## config.mk

```make
export PLATFORM = sky130hd
export DESIGN_NAME = adts_frame_extractor
export DESIGN_NICKNAME = d
export VERILOG_FILES = /design/src/rtl/adts_pkg.sv /design/src/rtl/adts_ram.sv /design/src/rtl/adts_front.sv /design/src/rtl/adts_cmd_fifo.sv /design/src/rtl/adts_back.sv /design/src/rtl/adts_frame_extractor.sv
export SDC_FILE = /design/constraint.sdc
export NUM_CORES = 1
export LEC_CHECK = 0
export ABC_AREA = 1
export BUFFER_PORTS_ARGS = -buffer_cell sky130_fd_sc_hd__buf_2
export CORE_MARGIN = 2
export CORE_UTILIZATION = 40
export DETAILED_ROUTE_END_ITERATION = 10
export SYNTH_ARGS = -nofsm -noshare
export SYNTH_HDL_FRONTEND = slang
export SYNTH_SLANG_ARGS = --single-unit
```

## constraint.sdc

```tcl
create_clock -name clk -period 8.8 [get_ports clk]
set_input_delay 1.32 -clock clk [delete_from_list [all_inputs] [get_ports clk]]
set_output_delay 1.32 -clock clk [all_outputs]
set_load 0.03 [all_outputs]
```

## src/rtl/adts_pkg.sv

```systemverilog
// Shared types and constants for the ADTS frame extractor.
// Used by the front end, the command queue, the back end and the top level.
package adts_pkg;

  // Header store sizing
  localparam int HEADER_MAX_BYTES = 10;
  localparam int HDR_IDX_W        = $clog2(HEADER_MAX_BYTES);
  localparam int HDR_CNT_W        = $clog2(HEADER_MAX_BYTES + 1);

  // Frame length field
  localparam int LEN_W = 13;

  // Command queue sizing
  localparam int CMD_FIFO_DEPTH = 4;
  localparam int CMD_PTR_W      = $clog2(CMD_FIFO_DEPTH);
  localparam int CMD_CNT_W      = $clog2(CMD_FIFO_DEPTH + 1);

  // Sync pattern
  localparam logic [7:0] SYNC_BYTE   = 8'hFF;
  localparam logic [7:0] SYNC2_MASK  = 8'hF6;
  localparam logic [7:0] SYNC2_VALUE = 8'hF0;
  localparam logic [7:0] PROT_ABSENT = 8'h01;
  localparam logic [7:0] ID_BIT      = 8'h08;

  // Header sizes in bits
  localparam int HDR_BITS_BASE   = 56;
  localparam int HDR_BITS_LEGACY = 58;
  localparam int HDR_BITS_CRC    = 16;

  // Fixed header byte positions
  localparam int BYTE_SYNC1   = 0;
  localparam int BYTE_SYNC2   = 1;
  localparam int BYTE_LEN_HI  = 3;
  localparam int BYTE_LEN_MID = 4;
  localparam int BYTE_LEN_LO  = 5;

  // Configuration register indexes
  localparam int CFG_IDX_W = 1;
  localparam logic [CFG_IDX_W-1:0] CFG_LEGACY = 1'd0;
  localparam logic [CFG_IDX_W-1:0] CFG_STRIP  = 1'd1;

  // Result status codes
  localparam logic [1:0] ST_DATA  = 2'd0;
  localparam logic [1:0] ST_EMPTY = 2'd1;
  localparam logic [1:0] ST_SHORT = 2'd2;

  typedef enum logic [1:0] {
    PH_HUNT_FF,
    PH_HUNT_2ND,
    PH_HEADER,
    PH_PAYLOAD
  } phase_t;

  typedef enum logic [1:0] {
    CMD_NONE,
    CMD_EMIT,
    CMD_EMIT2,
    CMD_REPLAY
  } cmd_kind_t;

  typedef enum logic [1:0] {
    B_CMD,
    B_SECOND,
    B_READ,
    B_SEND
  } back_state_t;

  // One command from the front end to the back end
  typedef struct packed {
    logic                 store;
    logic [HDR_IDX_W-1:0] idx;
    logic [7:0]           sbyte;
    cmd_kind_t            kind;
    logic [7:0]           b0;
    logic [7:0]           b1;
    logic                 last;
    logic [1:0]           status;
  } cmd_t;

endpackage

```

## src/rtl/adts_ram.sv

```systemverilog
// Generic single-write, single-read RAM with registered read data.
// No dependencies.
module adts_ram #(
  parameter int WIDTH = 8,
  parameter int DEPTH = 10
) (
  input  logic                     clk,
  input  logic                     we,
  input  logic [$clog2(DEPTH)-1:0] waddr,
  input  logic [WIDTH-1:0]         wdata,
  input  logic                     re,
  input  logic [$clog2(DEPTH)-1:0] raddr,
  output logic [WIDTH-1:0]         rdata
);

  logic [WIDTH-1:0] mem [DEPTH];

  // Write port and registered read port
  always_ff @(posedge clk) begin
    if (we) begin
      mem[waddr] <= wdata;
    end
    if (re) begin
      rdata <= mem[raddr];
    end
  end

endmodule

```

## src/rtl/adts_front.sv

```systemverilog
// Front end: sync hunt, header collection and payload classification.
// Holds the configuration registers; depends on adts_pkg.
module adts_front (
  input  logic                           clk,
  input  logic                           rst,
  input  logic                           in_valid,
  input  logic [7:0]                     in_byte,
  input  logic                           cfg_write,
  input  logic [adts_pkg::CFG_IDX_W-1:0] cfg_index,
  input  logic                           cfg_data,
  output logic                           cmd_push,
  output adts_pkg::cmd_t                 cmd
);

  adts_pkg::phase_t phase, phase_next;

  logic legacy_layout, strip_header;

  logic [adts_pkg::HDR_CNT_W-1:0] count, count_next;
  logic [adts_pkg::HDR_CNT_W-1:0] target, target_next;
  logic                           unal, unal_next;
  logic                           carry_ok, carry_ok_next;
  logic [7:0]                     carry, carry_next;
  logic [adts_pkg::LEN_W-1:0]     pl, pl_next;
  logic [7:0]                     len_hi, len_hi_next;
  logic [7:0]                     len_mid, len_mid_next;
  logic [7:0]                     len_lo, len_lo_next;

  // Byte classification
  logic is_ff, is_sync2;
  assign is_ff    = (in_byte == adts_pkg::SYNC_BYTE);
  assign is_sync2 = ((in_byte & adts_pkg::SYNC2_MASK) == adts_pkg::SYNC2_VALUE);

  // Header size from the second sync byte
  logic       crc, mpeg4_odd, size_clip, size_unal;
  logic [6:0] size_bits;
  logic [3:0] size_raw;
  logic [adts_pkg::HDR_CNT_W-1:0] size_target;

  assign crc       = ((in_byte & adts_pkg::PROT_ABSENT) == 8'd0);
  assign mpeg4_odd = legacy_layout && ((in_byte & adts_pkg::ID_BIT) == 8'd0);
  assign size_bits = (mpeg4_odd ? 7'(adts_pkg::HDR_BITS_LEGACY) : 7'(adts_pkg::HDR_BITS_BASE))
                   + (crc ? 7'(adts_pkg::HDR_BITS_CRC) : 7'd0);
  assign size_raw    = 4'((size_bits + 7'd7) >> 3);
  assign size_clip   = int'(size_raw) > adts_pkg::HEADER_MAX_BYTES;
  assign size_target = size_clip ? adts_pkg::HDR_CNT_W'(adts_pkg::HEADER_MAX_BYTES)
                                 : adts_pkg::HDR_CNT_W'(size_raw);
  assign size_unal   = (size_bits[2:0] != 3'd0);

  // Header completion and frame length
  logic                       hdr_done, is_short, pl_zero, go_payload;
  logic [adts_pkg::LEN_W-1:0] flen, pl_calc, pl_dec;
  logic [adts_pkg::HDR_CNT_W-1:0] count_inc;
  logic [7:0]                 carry_in, realigned;

  assign count_inc  = count + adts_pkg::HDR_CNT_W'(1);
  assign hdr_done   = (count_inc >= target);
  assign flen       = unal ? {len_mid, len_lo[7:3]} : {len_hi[1:0], len_mid, len_lo[7:5]};
  assign is_short   = (flen < adts_pkg::LEN_W'(target));
  assign pl_calc    = flen - adts_pkg::LEN_W'(target);
  assign pl_zero    = (pl_calc == '0);
  assign go_payload = !is_short && !pl_zero;
  assign pl_dec     = pl - adts_pkg::LEN_W'(1);
  assign carry_in   = {in_byte[5:0], 2'b00};
  assign realigned  = carry | {6'd0, in_byte[7:6]};

  // Next phase
  always_comb begin
    phase_next = phase;
    if (in_valid) begin
      unique case (phase)
        adts_pkg::PH_HUNT_FF: begin
          if (is_ff) phase_next = adts_pkg::PH_HUNT_2ND;
        end
        adts_pkg::PH_HUNT_2ND: begin
          if (is_sync2) phase_next = adts_pkg::PH_HEADER;
          else if (is_ff) phase_next = adts_pkg::PH_HUNT_2ND;
          else phase_next = adts_pkg::PH_HUNT_FF;
        end
        adts_pkg::PH_HEADER: begin
          if (hdr_done) phase_next = go_payload ? adts_pkg::PH_PAYLOAD : adts_pkg::PH_HUNT_FF;
        end
        adts_pkg::PH_PAYLOAD: begin
          if (pl_dec == '0) phase_next = adts_pkg::PH_HUNT_FF;
        end
        default: phase_next = adts_pkg::PH_HUNT_FF;
      endcase
    end
  end

  // Commands and frame state
  always_comb begin
    cmd_push      = 1'b0;
    cmd           = '0;
    count_next    = count;
    target_next   = target;
    unal_next     = unal;
    carry_ok_next = carry_ok;
    carry_next    = carry;
    pl_next       = pl;
    len_hi_next   = len_hi;
    len_mid_next  = len_mid;
    len_lo_next   = len_lo;
    if (in_valid) begin
      unique case (phase)
        adts_pkg::PH_HUNT_FF: begin
          if (is_ff) begin
            cmd_push  = 1'b1;
            cmd.store = 1'b1;
            cmd.idx   = adts_pkg::HDR_IDX_W'(adts_pkg::BYTE_SYNC1);
            cmd.sbyte = in_byte;
          end
        end
        adts_pkg::PH_HUNT_2ND: begin
          if (is_sync2) begin
            cmd_push      = 1'b1;
            cmd.store     = 1'b1;
            cmd.idx       = adts_pkg::HDR_IDX_W'(adts_pkg::BYTE_SYNC2);
            cmd.sbyte     = in_byte;
            count_next    = adts_pkg::HDR_CNT_W'(adts_pkg::BYTE_SYNC2 + 1);
            target_next   = size_target;
            unal_next     = size_unal;
            carry_ok_next = !size_clip;
          end else if (is_ff) begin
            cmd_push  = 1'b1;
            cmd.store = 1'b1;
            cmd.idx   = adts_pkg::HDR_IDX_W'(adts_pkg::BYTE_SYNC1);
            cmd.sbyte = in_byte;
          end
        end
        adts_pkg::PH_HEADER: begin
          // capture the length bytes as they pass
          if (count == adts_pkg::HDR_CNT_W'(adts_pkg::BYTE_LEN_HI))  len_hi_next  = in_byte;
          if (count == adts_pkg::HDR_CNT_W'(adts_pkg::BYTE_LEN_MID)) len_mid_next = in_byte;
          if (count == adts_pkg::HDR_CNT_W'(adts_pkg::BYTE_LEN_LO))  len_lo_next  = in_byte;
          count_next = count_inc;
          if (!hdr_done) begin
            cmd_push  = 1'b1;
            cmd.store = 1'b1;
            cmd.idx   = count[adts_pkg::HDR_IDX_W-1:0];
            cmd.sbyte = in_byte;
          end else if (is_short) begin
            cmd_push   = 1'b1;
            cmd.kind   = adts_pkg::CMD_EMIT;
            cmd.last   = 1'b1;
            cmd.status = adts_pkg::ST_SHORT;
            unal_next  = 1'b0;
          end else begin
            pl_next = pl_calc;
            if (strip_header) begin
              if (unal) begin
                // final header byte holds the partial bits
                carry_next = carry_ok ? carry_in : 8'd0;
                if (pl_zero) begin
                  cmd_push   = 1'b1;
                  cmd.kind   = adts_pkg::CMD_EMIT;
                  cmd.b0     = carry_ok ? carry_in : 8'd0;
                  cmd.last   = 1'b1;
                  cmd.status = adts_pkg::ST_DATA;
                  unal_next  = 1'b0;
                end
              end else if (pl_zero) begin
                cmd_push   = 1'b1;
                cmd.kind   = adts_pkg::CMD_EMIT;
                cmd.last   = 1'b1;
                cmd.status = adts_pkg::ST_EMPTY;
              end
            end else begin
              // store the final byte and replay the whole header
              cmd_push  = 1'b1;
              cmd.store = 1'b1;
              cmd.idx   = count[adts_pkg::HDR_IDX_W-1:0];
              cmd.sbyte = in_byte;
              cmd.kind  = adts_pkg::CMD_REPLAY;
              cmd.last  = pl_zero;
              unal_next = 1'b0;
            end
          end
        end
        adts_pkg::PH_PAYLOAD: begin
          pl_next  = pl_dec;
          cmd_push = 1'b1;
          if (unal) begin
            cmd.b0 = realigned;
            if (pl_dec == '0) begin
              cmd.kind  = adts_pkg::CMD_EMIT2;
              cmd.b1    = carry_in;
              cmd.last  = 1'b1;
              unal_next = 1'b0;
            end else begin
              cmd.kind   = adts_pkg::CMD_EMIT;
              carry_next = carry_in;
            end
          end else begin
            cmd.kind = adts_pkg::CMD_EMIT;
            cmd.b0   = in_byte;
            cmd.last = (pl_dec == '0);
          end
        end
        default: ;
      endcase
    end
  end

  // Configuration registers
  always_ff @(posedge clk) begin
    if (rst) begin
      legacy_layout <= 1'b0;
      strip_header  <= 1'b1;
    end else if (cfg_write) begin
      case (cfg_index)
        adts_pkg::CFG_LEGACY: legacy_layout <= cfg_data;
        adts_pkg::CFG_STRIP:  strip_header  <= cfg_data;
        default: ;
      endcase
    end
  end

  // Frame state registers
  always_ff @(posedge clk) begin
    if (rst) begin
      phase    <= adts_pkg::PH_HUNT_FF;
      count    <= '0;
      target   <= adts_pkg::HDR_CNT_W'(adts_pkg::HEADER_MAX_BYTES);
      unal     <= 1'b0;
      carry_ok <= 1'b1;
      carry    <= '0;
      pl       <= '0;
    end else begin
      phase    <= phase_next;
      count    <= count_next;
      target   <= target_next;
      unal     <= unal_next;
      carry_ok <= carry_ok_next;
      carry    <= carry_next;
      pl       <= pl_next;
    end
  end

  // Length bytes need no reset
  always_ff @(posedge clk) begin
    len_hi  <= len_hi_next;
    len_mid <= len_mid_next;
    len_lo  <= len_lo_next;
  end

  // Header collection stays inside the sized header
  a_hdr_count: assert property (@(posedge clk) disable iff (rst)
    (phase == adts_pkg::PH_HEADER) |->
      (count < target) && (count > adts_pkg::HDR_CNT_W'(adts_pkg::BYTE_SYNC2)))
    else $error("header count outside the header");

endmodule

```

## src/rtl/adts_cmd_fifo.sv

```systemverilog
// Short command queue between the front end and the back end.
// Depends on adts_pkg for the command type and depth.
module adts_cmd_fifo (
  input  logic           clk,
  input  logic           rst,
  input  logic           wr_en,
  input  adts_pkg::cmd_t wr_cmd,
  input  logic           rd_en,
  output adts_pkg::cmd_t head,
  output logic           valid,
  output logic           full
);

  adts_pkg::cmd_t entries [adts_pkg::CMD_FIFO_DEPTH];

  logic [adts_pkg::CMD_PTR_W-1:0] wptr, rptr;
  logic [adts_pkg::CMD_CNT_W-1:0] fill;

  assign head  = entries[rptr];
  assign valid = (fill != '0);
  assign full  = (fill == adts_pkg::CMD_CNT_W'(adts_pkg::CMD_FIFO_DEPTH));

  // Pointers and fill level
  always_ff @(posedge clk) begin
    if (rst) begin
      wptr <= '0;
      rptr <= '0;
      fill <= '0;
    end else begin
      if (wr_en) wptr <= wptr + adts_pkg::CMD_PTR_W'(1);
      if (rd_en) rptr <= rptr + adts_pkg::CMD_PTR_W'(1);
      case ({wr_en, rd_en})
        2'b10:   fill <= fill + adts_pkg::CMD_CNT_W'(1);
        2'b01:   fill <= fill - adts_pkg::CMD_CNT_W'(1);
        default: ;
      endcase
    end
  end

  // Hold the word at the write pointer
  always_ff @(posedge clk) begin
    if (wr_en) entries[wptr] <= wr_cmd;
  end

  a_no_overflow: assert property (@(posedge clk) disable iff (rst)
    full |-> !wr_en || rd_en)
    else $error("command queue overflow");

endmodule

```

## src/rtl/adts_back.sv

```systemverilog
// Back end: executes queued commands into result words and replays headers.
// Instantiates adts_ram for the header store; depends on adts_pkg.
module adts_back (
  input  logic           clk,
  input  logic           rst,
  input  logic           cmd_valid,
  input  adts_pkg::cmd_t cmd,
  output logic           cmd_pop,
  input  logic           pop,
  output logic           out_valid,
  output logic [7:0]     out_byte,
  output logic           last_of_frame,
  output logic [1:0]     status
);

  adts_pkg::back_state_t state, state_next;

  logic [adts_pkg::HDR_IDX_W-1:0] ptr, ptr_next;
  logic [adts_pkg::HDR_IDX_W-1:0] last_idx, last_idx_next;
  logic                           rlast, rlast_next;
  logic [7:0]                     second, second_next;

  logic       slot_free, load;
  logic [7:0] load_byte;
  logic       load_last;
  logic [1:0] load_status;
  logic       ram_we, ram_re;
  logic [7:0] ram_rdata;
  logic       at_end;

  assign slot_free = !out_valid || pop;
  assign at_end    = (ptr == last_idx);

  adts_ram #(
    .WIDTH(8),
    .DEPTH(adts_pkg::HEADER_MAX_BYTES)
  ) u_hdr_ram (
    .clk  (clk),
    .we   (ram_we),
    .waddr(cmd.idx),
    .wdata(cmd.sbyte),
    .re   (ram_re),
    .raddr(ptr),
    .rdata(ram_rdata)
  );

  // Next state
  always_comb begin
    state_next = state;
    unique case (state)
      adts_pkg::B_CMD: begin
        if (cmd_valid) begin
          if (cmd.kind == adts_pkg::CMD_REPLAY) state_next = adts_pkg::B_READ;
          else if (cmd.kind == adts_pkg::CMD_EMIT2 && slot_free) state_next = adts_pkg::B_SECOND;
        end
      end
      adts_pkg::B_SECOND: if (slot_free) state_next = adts_pkg::B_CMD;
      adts_pkg::B_READ:   state_next = adts_pkg::B_SEND;
      adts_pkg::B_SEND: begin
        if (slot_free) state_next = at_end ? adts_pkg::B_CMD : adts_pkg::B_READ;
      end
      default: state_next = adts_pkg::B_CMD;
    endcase
  end

  // Outputs of the sequencer
  always_comb begin
    cmd_pop       = 1'b0;
    load          = 1'b0;
    load_byte     = '0;
    load_last     = 1'b0;
    load_status   = adts_pkg::ST_DATA;
    ram_we        = 1'b0;
    ram_re        = 1'b0;
    ptr_next      = ptr;
    last_idx_next = last_idx;
    rlast_next    = rlast;
    second_next   = second;
    unique case (state)
      adts_pkg::B_CMD: begin
        if (cmd_valid) begin
          // a repeated write while stalled stores the same byte again
          ram_we = cmd.store;
          unique case (cmd.kind)
            adts_pkg::CMD_NONE: cmd_pop = 1'b1;
            adts_pkg::CMD_EMIT: begin
              if (slot_free) begin
                cmd_pop     = 1'b1;
                load        = 1'b1;
                load_byte   = cmd.b0;
                load_last   = cmd.last;
                load_status = cmd.status;
              end
            end
            adts_pkg::CMD_EMIT2: begin
              if (slot_free) begin
                cmd_pop     = 1'b1;
                load        = 1'b1;
                load_byte   = cmd.b0;
                second_next = cmd.b1;
              end
            end
            adts_pkg::CMD_REPLAY: begin
              cmd_pop       = 1'b1;
              ptr_next      = '0;
              last_idx_next = cmd.idx;
              rlast_next    = cmd.last;
            end
            default: ;
          endcase
        end
      end
      adts_pkg::B_SECOND: begin
        if (slot_free) begin
          load      = 1'b1;
          load_byte = second;
          load_last = 1'b1;
        end
      end
      adts_pkg::B_READ: ram_re = 1'b1;
      adts_pkg::B_SEND: begin
        if (slot_free) begin
          load      = 1'b1;
          load_byte = ram_rdata;
          load_last = rlast && at_end;
          if (!at_end) ptr_next = ptr + adts_pkg::HDR_IDX_W'(1);
        end
      end
      default: ;
    endcase
  end

  // Sequencer and output valid
  always_ff @(posedge clk) begin
    if (rst) begin
      state     <= adts_pkg::B_CMD;
      out_valid <= 1'b0;
    end else begin
      state <= state_next;
      if (load) out_valid <= 1'b1;
      else if (pop) out_valid <= 1'b0;
    end
  end

  // Output word and replay registers
  always_ff @(posedge clk) begin
    ptr      <= ptr_next;
    last_idx <= last_idx_next;
    rlast    <= rlast_next;
    second   <= second_next;
    if (load) begin
      out_byte      <= load_byte;
      last_of_frame <= load_last;
      status        <= load_status;
    end
  end

  a_pop_valid: assert property (@(posedge clk) disable iff (rst)
    cmd_pop |-> cmd_valid)
    else $error("command taken from an empty queue");

  a_second_held: assert property (@(posedge clk) disable iff (rst)
    (state == adts_pkg::B_SECOND) |-> out_valid)
    else $error("second realigned word without the first");

  a_replay_range: assert property (@(posedge clk) disable iff (rst)
    (state == adts_pkg::B_READ || state == adts_pkg::B_SEND) |-> (ptr <= last_idx))
    else $error("replay pointer past the header");

endmodule

```

## src/rtl/adts_frame_extractor.sv

```systemverilog
// Top level of the ADTS frame extractor.
// Instantiates adts_front, adts_cmd_fifo and adts_back; depends on adts_pkg.
//
// Usage
//   Input queue: drive in_byte and raise push; a word is taken on each edge
//   with push high and full low. Result queue: while empty is low the oldest
//   result sits on out_byte, last_of_frame and status; pop high with empty
//   low takes it. Configuration: cfg_write with cfg_index and cfg_data
//   writes legacy_layout (index 0) or strip_header (index 1). Throughput:
//   one input word per cycle while the command queue has room. A realigned
//   last payload word gives two results, the second from B_SECOND; a header
//   replay alternates B_READ and B_SEND per result, set by the registered
//   read of the header store. An accepted word reaches its first result
//   via the command queue and the output register, a replay also via B_READ
//   and B_SEND. Reset clears the hunt state, the queue and the output
//   register and restores legacy_layout 0, strip_header 1. The header store
//   is not cleared. When the receiver stalls, the output register holds, the
//   back end stops, the queue fills and full rises to hold off the sender.
module adts_frame_extractor (
  input  logic                           clk,
  input  logic                           rst,
  input  logic                           push,
  output logic                           full,
  input  logic [7:0]                     in_byte,
  input  logic                           cfg_write,
  input  logic [adts_pkg::CFG_IDX_W-1:0] cfg_index,
  input  logic                           cfg_data,
  output logic                           empty,
  input  logic                           pop,
  output logic [7:0]                     out_byte,
  output logic                           last_of_frame,
  output logic [1:0]                     status
);

  logic           in_valid;
  logic           cmd_push, cmd_pop, cmd_valid;
  adts_pkg::cmd_t cmd_in, cmd_head;
  logic           out_valid;

  assign in_valid = push && !full;
  assign empty    = !out_valid;

  adts_front u_front (
    .clk      (clk),
    .rst      (rst),
    .in_valid (in_valid),
    .in_byte  (in_byte),
    .cfg_write(cfg_write),
    .cfg_index(cfg_index),
    .cfg_data (cfg_data),
    .cmd_push (cmd_push),
    .cmd      (cmd_in)
  );

  adts_cmd_fifo u_fifo (
    .clk   (clk),
    .rst   (rst),
    .wr_en (cmd_push),
    .wr_cmd(cmd_in),
    .rd_en (cmd_pop),
    .head  (cmd_head),
    .valid (cmd_valid),
    .full  (full)
  );

  adts_back u_back (
    .clk          (clk),
    .rst          (rst),
    .cmd_valid    (cmd_valid),
    .cmd          (cmd_head),
    .cmd_pop      (cmd_pop),
    .pop          (pop),
    .out_valid    (out_valid),
    .out_byte     (out_byte),
    .last_of_frame(last_of_frame),
    .status       (status)
  );

endmodule

```

==> results.md, run 1 <==
- CTS Buffer Depth: 3
- Setup TNS: 0 ns
- Cts repair resizes: 0
- Skew final: about 0.024 ns
- Worst R2R End: u_back.out_byte[0]
- RSZ-0062 raised after global routing: false
- Rows: 67
- Starting DRC count in detailed routing: 740
- Global-route wire length before repair: ~51 mm
- Synth Warn #: 0
- Dpl cells: 1786
- Area occupied by multi-input gates: between 0.004 and 0.005 mm2
- # hold bufs at CTS: 0
- Routed vias/inst: between 5 and 6
- Fraction of layout cells with a size suffix above 1: under 10%
- Power Dens Cells: roughly 260 mW/mm2
- GRT Util Overall: between 15 and 20%
- Chip width: 189.5 um
- Filler cells: between 3000 and 4000
- Outcome: complete, no violations
- Worst Hold Class: reg2reg
- Initial antenna violation count: 0
- Max-cap viol count: 0
- Final period util: about half
- Critical Path RT: slightly below 9 ns
- DR vias: around 9700
- Synth unique cells: 46
- Synth Register Bits: 302
- Startpoint type of the worst setup path: register
- Total die area: between 0.03 and 0.04 mm2
- Relative slew slack: between 20% and 30%
- GP Congestion: about 0.90
- Worst-path clk slew: roughly 0.060 ns
- Vias in the first global route: between 9000 and 10000
- Register area share after synthesis: between 60 and 70%
- Max-slew violations: 0
- Syn avg cell area: 10.16 um2
- Final Setup Violations: 0
- Fmax: between 200 and 250 MHz
- Synthesized instance count: ~1400
- Area leader, netlist: edfxtp_1
- IO Port Bufs: 27
- CTS Sinks: just over 300
- Slew @ Worst Pin: between 1 and 1.5 ns
- CORE AREA: between 0.03 and 0.04 mm2
- ANT cells: 0
- Final Hold Fails: 0
- Endpoint class of the critical path: register
- Worst-path fanout max: 65
- Area Growth Syn to Fin: 11.90%
- Synth area leaders: edfxtp_1 (56%), dfxtp_1 (6.5%), nor2_1 (5.6%), o21ai_0 (5.4%), nand2_1 (5.4%)
- Post-Syn Area: 0.01376 mm2
- Final min period: 4.309 ns
- Post-detail-place hpwl: around 22 mm
- Crit path kind: reg2reg
- Largest net degree at the start of global routing: between 60 and 70
- I/O pin count: 28
- Reg area: 0.008620 mm2
- Drt first pass iters: 5
- Routed WL: ~32 mm
- Die H: 189.5 um
- Setup crit end: u_back.out_byte[0]
- Post-route ant nets: 0
- Initial Utilization: around two fifths
- Arr. time, crit path: around 4.5 ns
- Total CTS buffers: 35
- Drt wl/cell: 17.53 um
- Post-CTS Setup Inserts: 0
- Total nets after synthesis: between 1000 and 1500
- Worst skew pair latency: 0.53 ns
- Worst R2R Setup Slack: between 4 and 5 ns
- CTS H-tree lvls: 2
- Grt ovf: 0
- TritonCTS clock tree: built
- Final #Nets: roughly 1400
- DRC errors left: 0
- Pleak: approximately 5.6 nW
- Reg2reg path depth: 10
- Post-synth top area share: a little under three fifths
- Peak supply drop: roughly 0.23 mV
- Layout Cells excl Fill: around 1800
- Root buffer cell: clkbuf_16
==> layout make-up <==
class	instances	area share, %
timing repair buffer	36	1.317
multi-input combinational	859	28.73
sequential	302	55.99
clock inverter	19	0.9753
tap	448	3.641
clock buffer	44	5.909
inverter	141	3.438
==> kinds of logic (layout without fill, tap and decap cells) <==
| group | after synthesis | in the layout | synth area share (%) |
|---|---|---|---|
| and+or+nand+nor | 507 | 507 | 15.71 |
| AOI/OAI and AO/OA | 304 | 304 | 12.15 |
| DFF | 302 | 302 | 62.64 |
| buffers and inverters | 193 | 240 | 5.429 |
| adders and majority gates | 33 | 33 | 3.110 |
| xor gates and xnor gates | 14 | 14 | 0.8913 |
| muxes | 1 | 1 | 0.07276 |
==> state kept, by name, summed over array words and instances (netlist names), 3 cells and up, named ones only <==
signal	flops
u_back.last_idx	4
u_back.out_byte	8
u_back.ptr	4
u_back.second	6
u_back.u_hdr_ram.mem	80
u_back.u_hdr_ram.rdata	8
u_fifo.entries	128
u_fifo.fill	3
u_front.carry	6
u_front.count	4
u_front.len_lo	5
u_front.len_mid	8
u_front.pl	13
u_front.target	4
==> how the worst min path moves through the flow <==
stage,from,to,slack [ns],cells after the start
final,u_front.legacy_layout,u_front.legacy_layout,0.46,2
after global routing,u_front.legacy_layout,u_front.legacy_layout,0.49,2
after CTS,u_front.legacy_layout,u_front.legacy_layout,0.47,2
after detailed placement,u_front.legacy_layout,u_front.legacy_layout,0.46,2
after global placement,u_front.legacy_layout,u_front.legacy_layout,0.45,2
after floorplan,u_front.legacy_layout,u_front.legacy_layout,0.44,2
==> Yosys cell counts (all sizes together) <==
cell,n
dfxtp,45
fa,2
o22ai,50
mux2i,1
o21ai,152
a311o,1
nor3,21
clkinv,4
nand3,50
clkbuf,42
o311ai,1
nand4,13
o21a,2
a211oi,7
inv,137
ha,31
a31oi,9
nor4,2
xor2,12
buf,10
or2,1
o221ai,1
nand3b,2
a21oi,68
nand2,206
nor2,212
o2111ai,1
o21bai,1
xnor2,2
a32oi,5
o211ai,5
edfxtp,257
a221oi,1
==> placed cells by master (no fill, tap or decap), types with 7 or more instances in the layout <==
cell,count
a211oi_1,7
a21oi_1,68
a31oi_1,9
buf_2,27
buf_4,9
clkbuf_1,9
clkbuf_16,35
clkinv_2,11
dfxtp_1,44
edfxtp_1,257
ha_1,31
inv_1,131
nand2_1,198
nand3_1,46
nand4_1,12
nor2_1,201
nor2_4,8
nor3_1,20
o21ai_0,149
o22ai_1,50
xor2_1,12
==> stage by stage <==
step / hold slack [ns] / area (um2) / power (W) / setup slack, ns / utilization, %
after global placement: 0.4525 / 14340 / 0.002700 / 4.608 / 42.54
after CTS: 0.4671 / 15390 / 0.004048 / 4.522 / 45.68
after detailed placement: 0.4575 / 14340 / 0.002712 / 4.534 / 42.54
after floorplan: 0.4389 / 13760 / 0.002414 / 4.421 / -
final: 0.4606 / 15390 / 0.004013 / 4.491 / 45.68
after global routing: 0.4915 / 15390 / 0.004222 / 3.995 / 45.68
==> power by group <==
| group | internal (W) | total [W] | switching [W] |
|---|---|---|---|
| registers | 0.00170 | 0.00175 | 0.0000518 |
| logic | 0.000247 | 0.000925 | 0.000678 |
| clock network | 0.000770 | 0.00133 | 0.000564 |
| total | 0.00272 | 0.00401 | 0.00129 |
==> worst max-delay path, cell delays in order (launching register included) <==
cell	delay, ns
dfxtp_2	0.31
buf_4	0.51
clkinv_1	0.54
buf_4	0.43
nand2_1	0.12
a32oi_1	0.14
inv_1	0.09
ha_1	0.24
nor3_1	0.72
nor3_1	0.09
nor2_1	0.70
==> routing by layer <==
metal / routed length, um / up-vias / share of wire, % / GRT usage, %
met4: 772 / 0 / 2.4 / 5.605
met3: 1860 / 59 / 5.7 / 3.170
li1: - / 4744 / - / -
met5: 0 / - / 0 / 0
met2: 14910 / 257 / 46 / 29.33
met1: 14880 / 4630 / 46 / 25.46
(Power assumes the default switching activity.)
==> run 2: changes to the inputs <==
==> constraint.sdc (replaced) <==
create_clock -name clk -period 3.9 [get_ports clk]
set_input_delay 0.585 -clock clk [delete_from_list [all_inputs] [get_ports clk]]
set_output_delay 0.585 -clock clk [all_outputs]
set_load 0.03 [all_outputs]
==> run 2 against run 1 <==
Effect of this change: critical path depth rose by 13; clock-buffer cell count did not move; wire length fell by 1.6%; critical path type unchanged.
==> results.md, run 2 (synthesized netlist as in run 1, its figures left out) <==
- Outcome: complete, no violations (unchanged)
- Worst skew pair latency: 0.52 ns (was 0.53 ns)
- Clk pwr share: 34.1% (was 33.2%)
- Post-route ant nets: 0 (unchanged)
- CTS Buffer Depth: 3 (unchanged)
- FF-to-FF Start: u_front.unal
- Slew @ Worst Pin: 0.9434 ns (was 1.101 ns)
- Startpoint type of the worst setup path: register (unchanged)
- I/O pin count: 28 (unchanged)
- Post-detail-place hpwl: 22.19 mm (was 21.95 mm)
- Endpoint class of the critical path: register (unchanged)
- Global-route wire length before repair: 51.23 mm (was 50.79 mm)
- Worst-path clk slew: 0.06 ns (about the same)
- DR vias: 9751 (was 9690)
- Arr. time, crit path: 3.95 ns (was 4.45 ns)
- Util after Layout: 46.31% (was 45.68%)
- Largest registers: u_fifo.entries (128), u_back.u_hdr_ram.mem (80), u_front.pl (13) (unchanged)
- Crit path kind: reg2reg (unchanged)
- Fmax: 281.2 MHz (was 232.1 MHz)
- Max-cap viol count: 0 (unchanged)
- Relative slew slack: 37.10% (was 26.44%)
- Drt first pass iters: 5 (unchanged)
- Hold path depth: 2 (unchanged)
- Fraction of layout cells with a size suffix above 1: 9.866% (was 8.637%)
- Drt wl/cell: 17.09 um (was 17.53 um)
- Pleak: 5.725 nW (was 5.607 nW)
- Final #Nets: 1441 (was 1423)
- GP Congestion: 0.8867 (was 0.8972)
- Dpl cells: 1802 (was 1786)
- Final Setup Violations: 0 (unchanged)
- Most common cell after layout, fill and taps aside: edfxtp_1 (unchanged)
- Chip width: 189.5 um (unchanged)
- Hold Startpoint: cfg_data (was u_front.legacy_layout)
- Initial antenna violation count: 0 (unchanged)
- Reg2reg path depth: 23 (was 10)
- Worst R2R Setup Slack: 0.34 ns (was 4.49 ns)
- Final min period: 3.556 ns (was 4.309 ns)
- Power share of the sequential group: 43.4% (was 43.7%)
- Gate power share: 22.5% (was 23.1%)
- DRC errors left: 0 (unchanged)
- Starting DRC count in detailed routing: 796 (was 740)
- Routed vias/inst: 5.223 (was 5.241)
- GRT Util Overall: 18.12% (was 18.30%)
- Peak supply drop: 0.3787 mV (was 0.2349 mV)
- Total die area: 0.03590 mm2 (unchanged)
- Switching share of power: 31.86% (was 32.22%)
- Filler cells: 3133 (was 3156)
- Switching power: 0.002934 W (was 0.001293 W)
- CTS Sinks: 302 (unchanged)
- Reg area: 0.008621 mm2 (was 0.008620 mm2)
- Pint: 0.006274 W (was 0.002720 W)
- Rows: 67 (unchanged)
- Vias in the first global route: 9434 (was 9148)
- TritonCTS clock tree: built (unchanged)
- Total CTS buffers: 35 (unchanged)
- Routed WL: 31.91 mm (was 32.42 mm)
- Worst-path fanout max: 7 (was 65)
- Largest net degree at the start of global routing: 47 (was 66)
- Die H: 189.5 um (unchanged)
- Layout Cells excl Fill: 1867 (was 1849)
- Initial Utilization: 40.83% (unchanged)
- Fin Hold WS: 0.3323 ns (was 0.4606 ns)
- Final Hold Fails: 0 (unchanged)
- Area Growth Syn to Fin: 13.42% (was 11.90%)
- Largest register FFs: 128 (unchanged)
- Skew final: 0.02651 ns (was 0.02413 ns)
- Biggest register: u_fifo.entries (unchanged)
- Final period util: 91.17% (was 48.96%)
- Power Dens Cells: 590.1 mW/mm2 (was 260.7 mW/mm2)
- Area occupied by multi-input gates: 0.004438 mm2 (was 0.004423 mm2)
- Hold EP: u_front.strip_header (was u_front.legacy_layout)
- Critical Path RT: 4.30 ns (was 8.95 ns)
- Worst R2R End: u_fifo.fill[2] (was u_back.out_byte[0])
- Most frequent cells in the layout: edfxtp_1 (257), nor2_1 (200), nand2_1 (198), o21ai_0 (148), inv_1 (131) (was edfxtp_1 (257), nor2_1 (201), nand2_1 (198), o21ai_0 (149), inv_1 (131))
- Root buffer cell: clkbuf_16 (unchanged)
- Max-slew violations: 0 (unchanged)
- IO Port Bufs: 27 (unchanged)
- ANT cells: 0 (unchanged)
- Worst Hold Class: in2reg (was reg2reg)
- CORE AREA: 0.03370 mm2 (unchanged)
- # hold bufs at CTS: 0 (unchanged)
- CTS H-tree lvls: 2 (unchanged)
- Grt ovf: 0 (unchanged)
-- run 2: cell types whose count changed in the layout (fill, tap and decap cells not counted), sizes merged --
cell	delta
buf	+18
bufinv	+1
clkinv	-4
inv	+3
-- run 2: per-layer routing --
metal	vias to the layer above	share of wire, %	global-route usage (%)
li1	4783	-	-
met5	-	0	0
met4	0	2.2	4.979
met3	57	5.2	2.465
met2	269	47	29.68
met1	4642	46	25.35
-- run 2: final cells by class --
type	instances	area share, %
clock buffers	44	5.957
clock inverters	19	1.163
inverters	141	3.392
multi-input cells	859	28.44
flip-flops and latches	302	55.24
well taps	448	3.592
repair buffers	54	2.213
-- run 2: power by group through the flow --
stage | clock [W] | sequential [W] | combinational, W
finish | 0.00314 | 0.00400 | 0.00208
global route | 0.00333 | 0.00402 | 0.00233
global placement | 0 | 0.00405 | 0.00205
detailed placement | 0 | 0.00406 | 0.00208
CTS | 0.00319 | 0.00400 | 0.00209
floorplan | 0 | 0.00408 | 0.00137
-- run 2: repair_timing --
item	CTS	global route
resized for setup	0	7
buffers inserted	0	2
setup endpoints to repair	0	2
-- run 2: metrics by stage --
step | cell area [um2] | setup TNS [ns] | setup WS (ns) | total power (W)
3_3_place_gp | 14460 | 0 | 0.2544 | 0.006106
4_1_cts | 15570 | 0 | 0.1350 | 0.009275
2_1_floorplan | 13760 | -61.37 | -0.4794 | 0.005447
3_5_place_dp | 14460 | 0 | 0.1562 | 0.006143
5_1_grt | 15610 | -0.005185 | -0.005185 | 0.009681
6_report | 15610 | 0 | 0.3443 | 0.009208
-- run 2: worst max path at each step --
stage,cells past startpoint,end,from
3_5_place_dp,22,u_fifo.fill[2],u_front.unal
6_report,23,u_fifo.fill[2],u_front.unal
2_1_floorplan,16,u_fifo.entries[0][0],u_front.unal
5_1_grt,23,u_fifo.fill[2],u_front.unal
3_3_place_gp,20,u_fifo.fill[2],u_front.unal
4_1_cts,22,u_fifo.fill[2],u_front.unal
-- run 2: critical path: stages, from the launching register on --
cell and delay (ns):
dfxtp_2 0.39, inv_2 0.05, or2_2 0.28, o21ai_2 0.09, inv_1 0.06, ha_1 0.20
a21oi_1 0.18, nand2_1 0.11, nand2_2 0.15, nand3_2 0.09, inv_2 0.09, nand3_1 0.07
nand2_1 0.11, nor2_2 0.06, nand2_4 0.12, nand4_4 0.14, nand2_8 0.12, ha_1 0.15
inv_1 0.07, fa_1 0.44, a21oi_1 0.14, o21ai_0 0.11, o21ai_0 0.16, a21oi_1 0.05
==> run 3: changes to the inputs <==
==> constraint.sdc (replaced) <==
create_clock -name clk -period 3.9 [get_ports clk]
set_input_delay 0.39 -clock clk [delete_from_list [all_inputs] [get_ports clk]]
set_output_delay 0.39 -clock clk [all_outputs]
set_load 0.03 [all_outputs]
==> run 3 against run 2 <==
Effect of this change: flip-flop and latch count did not move; critical path depth did not move; worst hold slack got worse by 0.20 ns; wire length grew 0.94%; final cell count did not move; highest routed layer unchanged; critical path type unchanged; non-clock buffer count did not move; sequential power about the same.
==> results.md, run 3 (synthesized netlist as in run 1, its figures left out) <==
- Outcome: complete, no violations (unchanged)
- Post-detail-place hpwl: 22.32 mm (was 22.19 mm)
- CTS H-tree lvls: 2 (unchanged)
- Final min period: 3.529 ns (was 3.556 ns)
- Total CTS buffers: 35 (unchanged)
- I/O pin count: 28 (unchanged)
- GRT Util Overall: 18.34% (was 18.12%)
- Post-route ant nets: 0 (unchanged)
- # hold bufs at CTS: 0 (unchanged)
- CTS Sinks: 302 (unchanged)
- Routed vias/inst: 5.219 (was 5.223)
- DR vias: 9744 (was 9751)
- Largest net degree at the start of global routing: 35 (was 47)
- Final Setup Violations: 0 (unchanged)
- Initial antenna violation count: 0 (unchanged)
- Relative slew slack: 37.61% (was 37.10%)
- Power Dens Cells: 589.3 mW/mm2 (was 590.1 mW/mm2)
- Place WS: 0.1627 ns (was 0.1562 ns)
- GP Congestion: 0.8942 (was 0.8867)
- Peak supply drop: 0.3841 mV (was 0.3787 mV)
- CTS Buffer Depth: 3 (unchanged)
- Total die area: 0.03590 mm2 (unchanged)
- Final #Nets: 1441 (unchanged)
- ANT cells: 0 (unchanged)
- Drt first pass iters: 5 (unchanged)
- Chip width: 189.5 um (unchanged)
- TritonCTS clock tree: built (unchanged)
- Rows: 67 (unchanged)
- Startpoint type of the worst setup path: register (unchanged)
- Global-route wire length before repair: 51.36 mm (was 51.23 mm)
- Initial Utilization: 40.83% (unchanged)
- Filler cells: 3105 (was 3133)
- Most frequent cells in the layout: edfxtp_1 (257), nor2_1 (201), nand2_1 (198), o21ai_0 (147), inv_1 (131) (was edfxtp_1 (257), nor2_1 (200), nand2_1 (198), o21ai_0 (148), inv_1 (131))
- Worst Hold Class: in2reg (unchanged)
- Fin worst setup slack: 0.3710 ns (was 0.3443 ns)
- Arr. time, crit path: 3.92 ns (was 3.95 ns)
- Starting DRC count in detailed routing: 850 (was 796)
- Root buffer cell: clkbuf_16 (unchanged)
- Worst-path fanout max: 7 (unchanged)
- Fraction of layout cells with a size suffix above 1: 9.725% (was 9.866%)
- Routed WL: 32.21 mm (was 31.91 mm)
- Critical Path RT: 4.29 ns (was 4.30 ns)
- Fmax: 283.4 MHz (was 281.2 MHz)
- RSZ-0062 raised after global routing: false
- CORE AREA: 0.03370 mm2 (unchanged)
- Final Hold Fails: 0 (unchanged)
- DRC errors left: 0 (unchanged)
- Worst-path clk slew: 0.06 ns (about the same)
- Most common cell after layout, fill and taps aside: edfxtp_1 (unchanged)
- Worst R2R Setup Slack: 0.37 ns (was 0.34 ns)
- Fin Hold WS: 0.1320 ns (was 0.3323 ns)
- Largest register FFs: 128 (unchanged)
- Crit path kind: reg2reg (unchanged)
- Drt wl/cell: 17.25 um (was 17.09 um)
- Area Growth Syn to Fin: 13.59% (was 13.42%)
- Max-cap viol count: 0 (unchanged)
- Max-slew violations: 0 (unchanged)
- IO Port Bufs: 27 (unchanged)
- Largest registers: u_fifo.entries (128), u_back.u_hdr_ram.mem (80), u_front.pl (13) (unchanged)
- Slew @ Worst Pin: 0.9358 ns (was 0.9434 ns)
- Worst skew pair latency: 0.52 ns (about the same)
- Endpoint class of the critical path: register (unchanged)
- Biggest register: u_fifo.entries (unchanged)
- Skew final: 0.02214 ns (was 0.02651 ns)
- Grt ovf: 0 (unchanged)
- Final period util: 90.49% (was 91.17%)
- Die H: 189.5 um (unchanged)
- Pleak: 5.717 nW (was 5.725 nW)
- Vias in the first global route: 9382 (was 9434)
run 3: area by class of cell:
cell class,instances,area [um2],share of cell area [%]
clock buffer,39,890.9,5.701
clock inverter,24,220.2,1.409
inverter,141,529.3,3.387
multi-input combinational,859,4439,28.41
sequential,302,8621,55.16
tap,448,560.5,3.587
timing repair buffer,54,366.6,2.346
run 3: path summary, 6_finish.rpt:
| check | startpoint | to | depth (start not counted) |
|---|---|---|---|
| min reg2reg | u_front.legacy_layout | u_front.legacy_layout | 2 |
| min | cfg_data | u_front.strip_header | 2 |
| max | u_front.unal | u_fifo.fill[2] | 23 |
| max reg2reg | u_front.unal | u_fifo.fill[2] | 23 |
run 3: metal layers:
metal	wire length (um)	up-vias	GRT usage, %
li1	-	4791	-
met1	15100	4646	25.53
met2	14840	262	29.37
met3	1683	45	3.207
met4	597	0	5.635
met5	0	-	0
run 3: through the flow:
step	setup TNS [ns]	total power [W]	instances	util [%]	area, um2
floorplan	-61.37	0.005447	1354	-	13760
detailed placement	0	0.006132	1801	42.95	14470
finish	0	0.009210	1867	46.37	15630
global route	0	0.009714	1867	46.37	15630
CTS	0	0.009285	1864	46.24	15580
global placement	0	0.006104	1801	42.95	14470
run 3: worst max-delay path: stages (launching register included):
cell     delay [ns]
dfxtp_2        0.37
inv_2          0.04
or2_2          0.27
o21ai_2        0.08
inv_1          0.07
ha_1           0.29
nand3_1        0.11
nand2_1        0.10
nand2_2        0.14
nand3_2        0.09
inv_2          0.09
nand3_1        0.07
nand2_1        0.11
nor2_2         0.06
nand2_4        0.13
nand4_4        0.14
nand2_8        0.12
ha_1           0.14
inv_1          0.07
fa_1           0.44
a21oi_1        0.14
o21ai_0        0.11
o21ai_1        0.13
a21oi_1        0.06
run 3: what timing repair did:
| item | CTS | global route |
|---|---|---|
| resized for setup | 0 | 7 |
| setup endpoints to repair | 0 | 2 |
| hold endpoints to repair | 0 | 0 |
| setup buffers | 0 | 3 |
run 3: where the power goes:
| group | total (W) | internal [W] | leakage (nW) | switching [W] |
|---|---|---|---|---|
| Sequential | 0.00402 | 0.00384 | 2.64 | 0.000183 |
| Combinational | 0.00204 | 0.000587 | 2.54 | 0.00145 |
| Clock | 0.00315 | 0.00186 | 0.534 | 0.00128 |
| Total | 0.00921 | 0.00629 | 5.72 | 0.00292 |
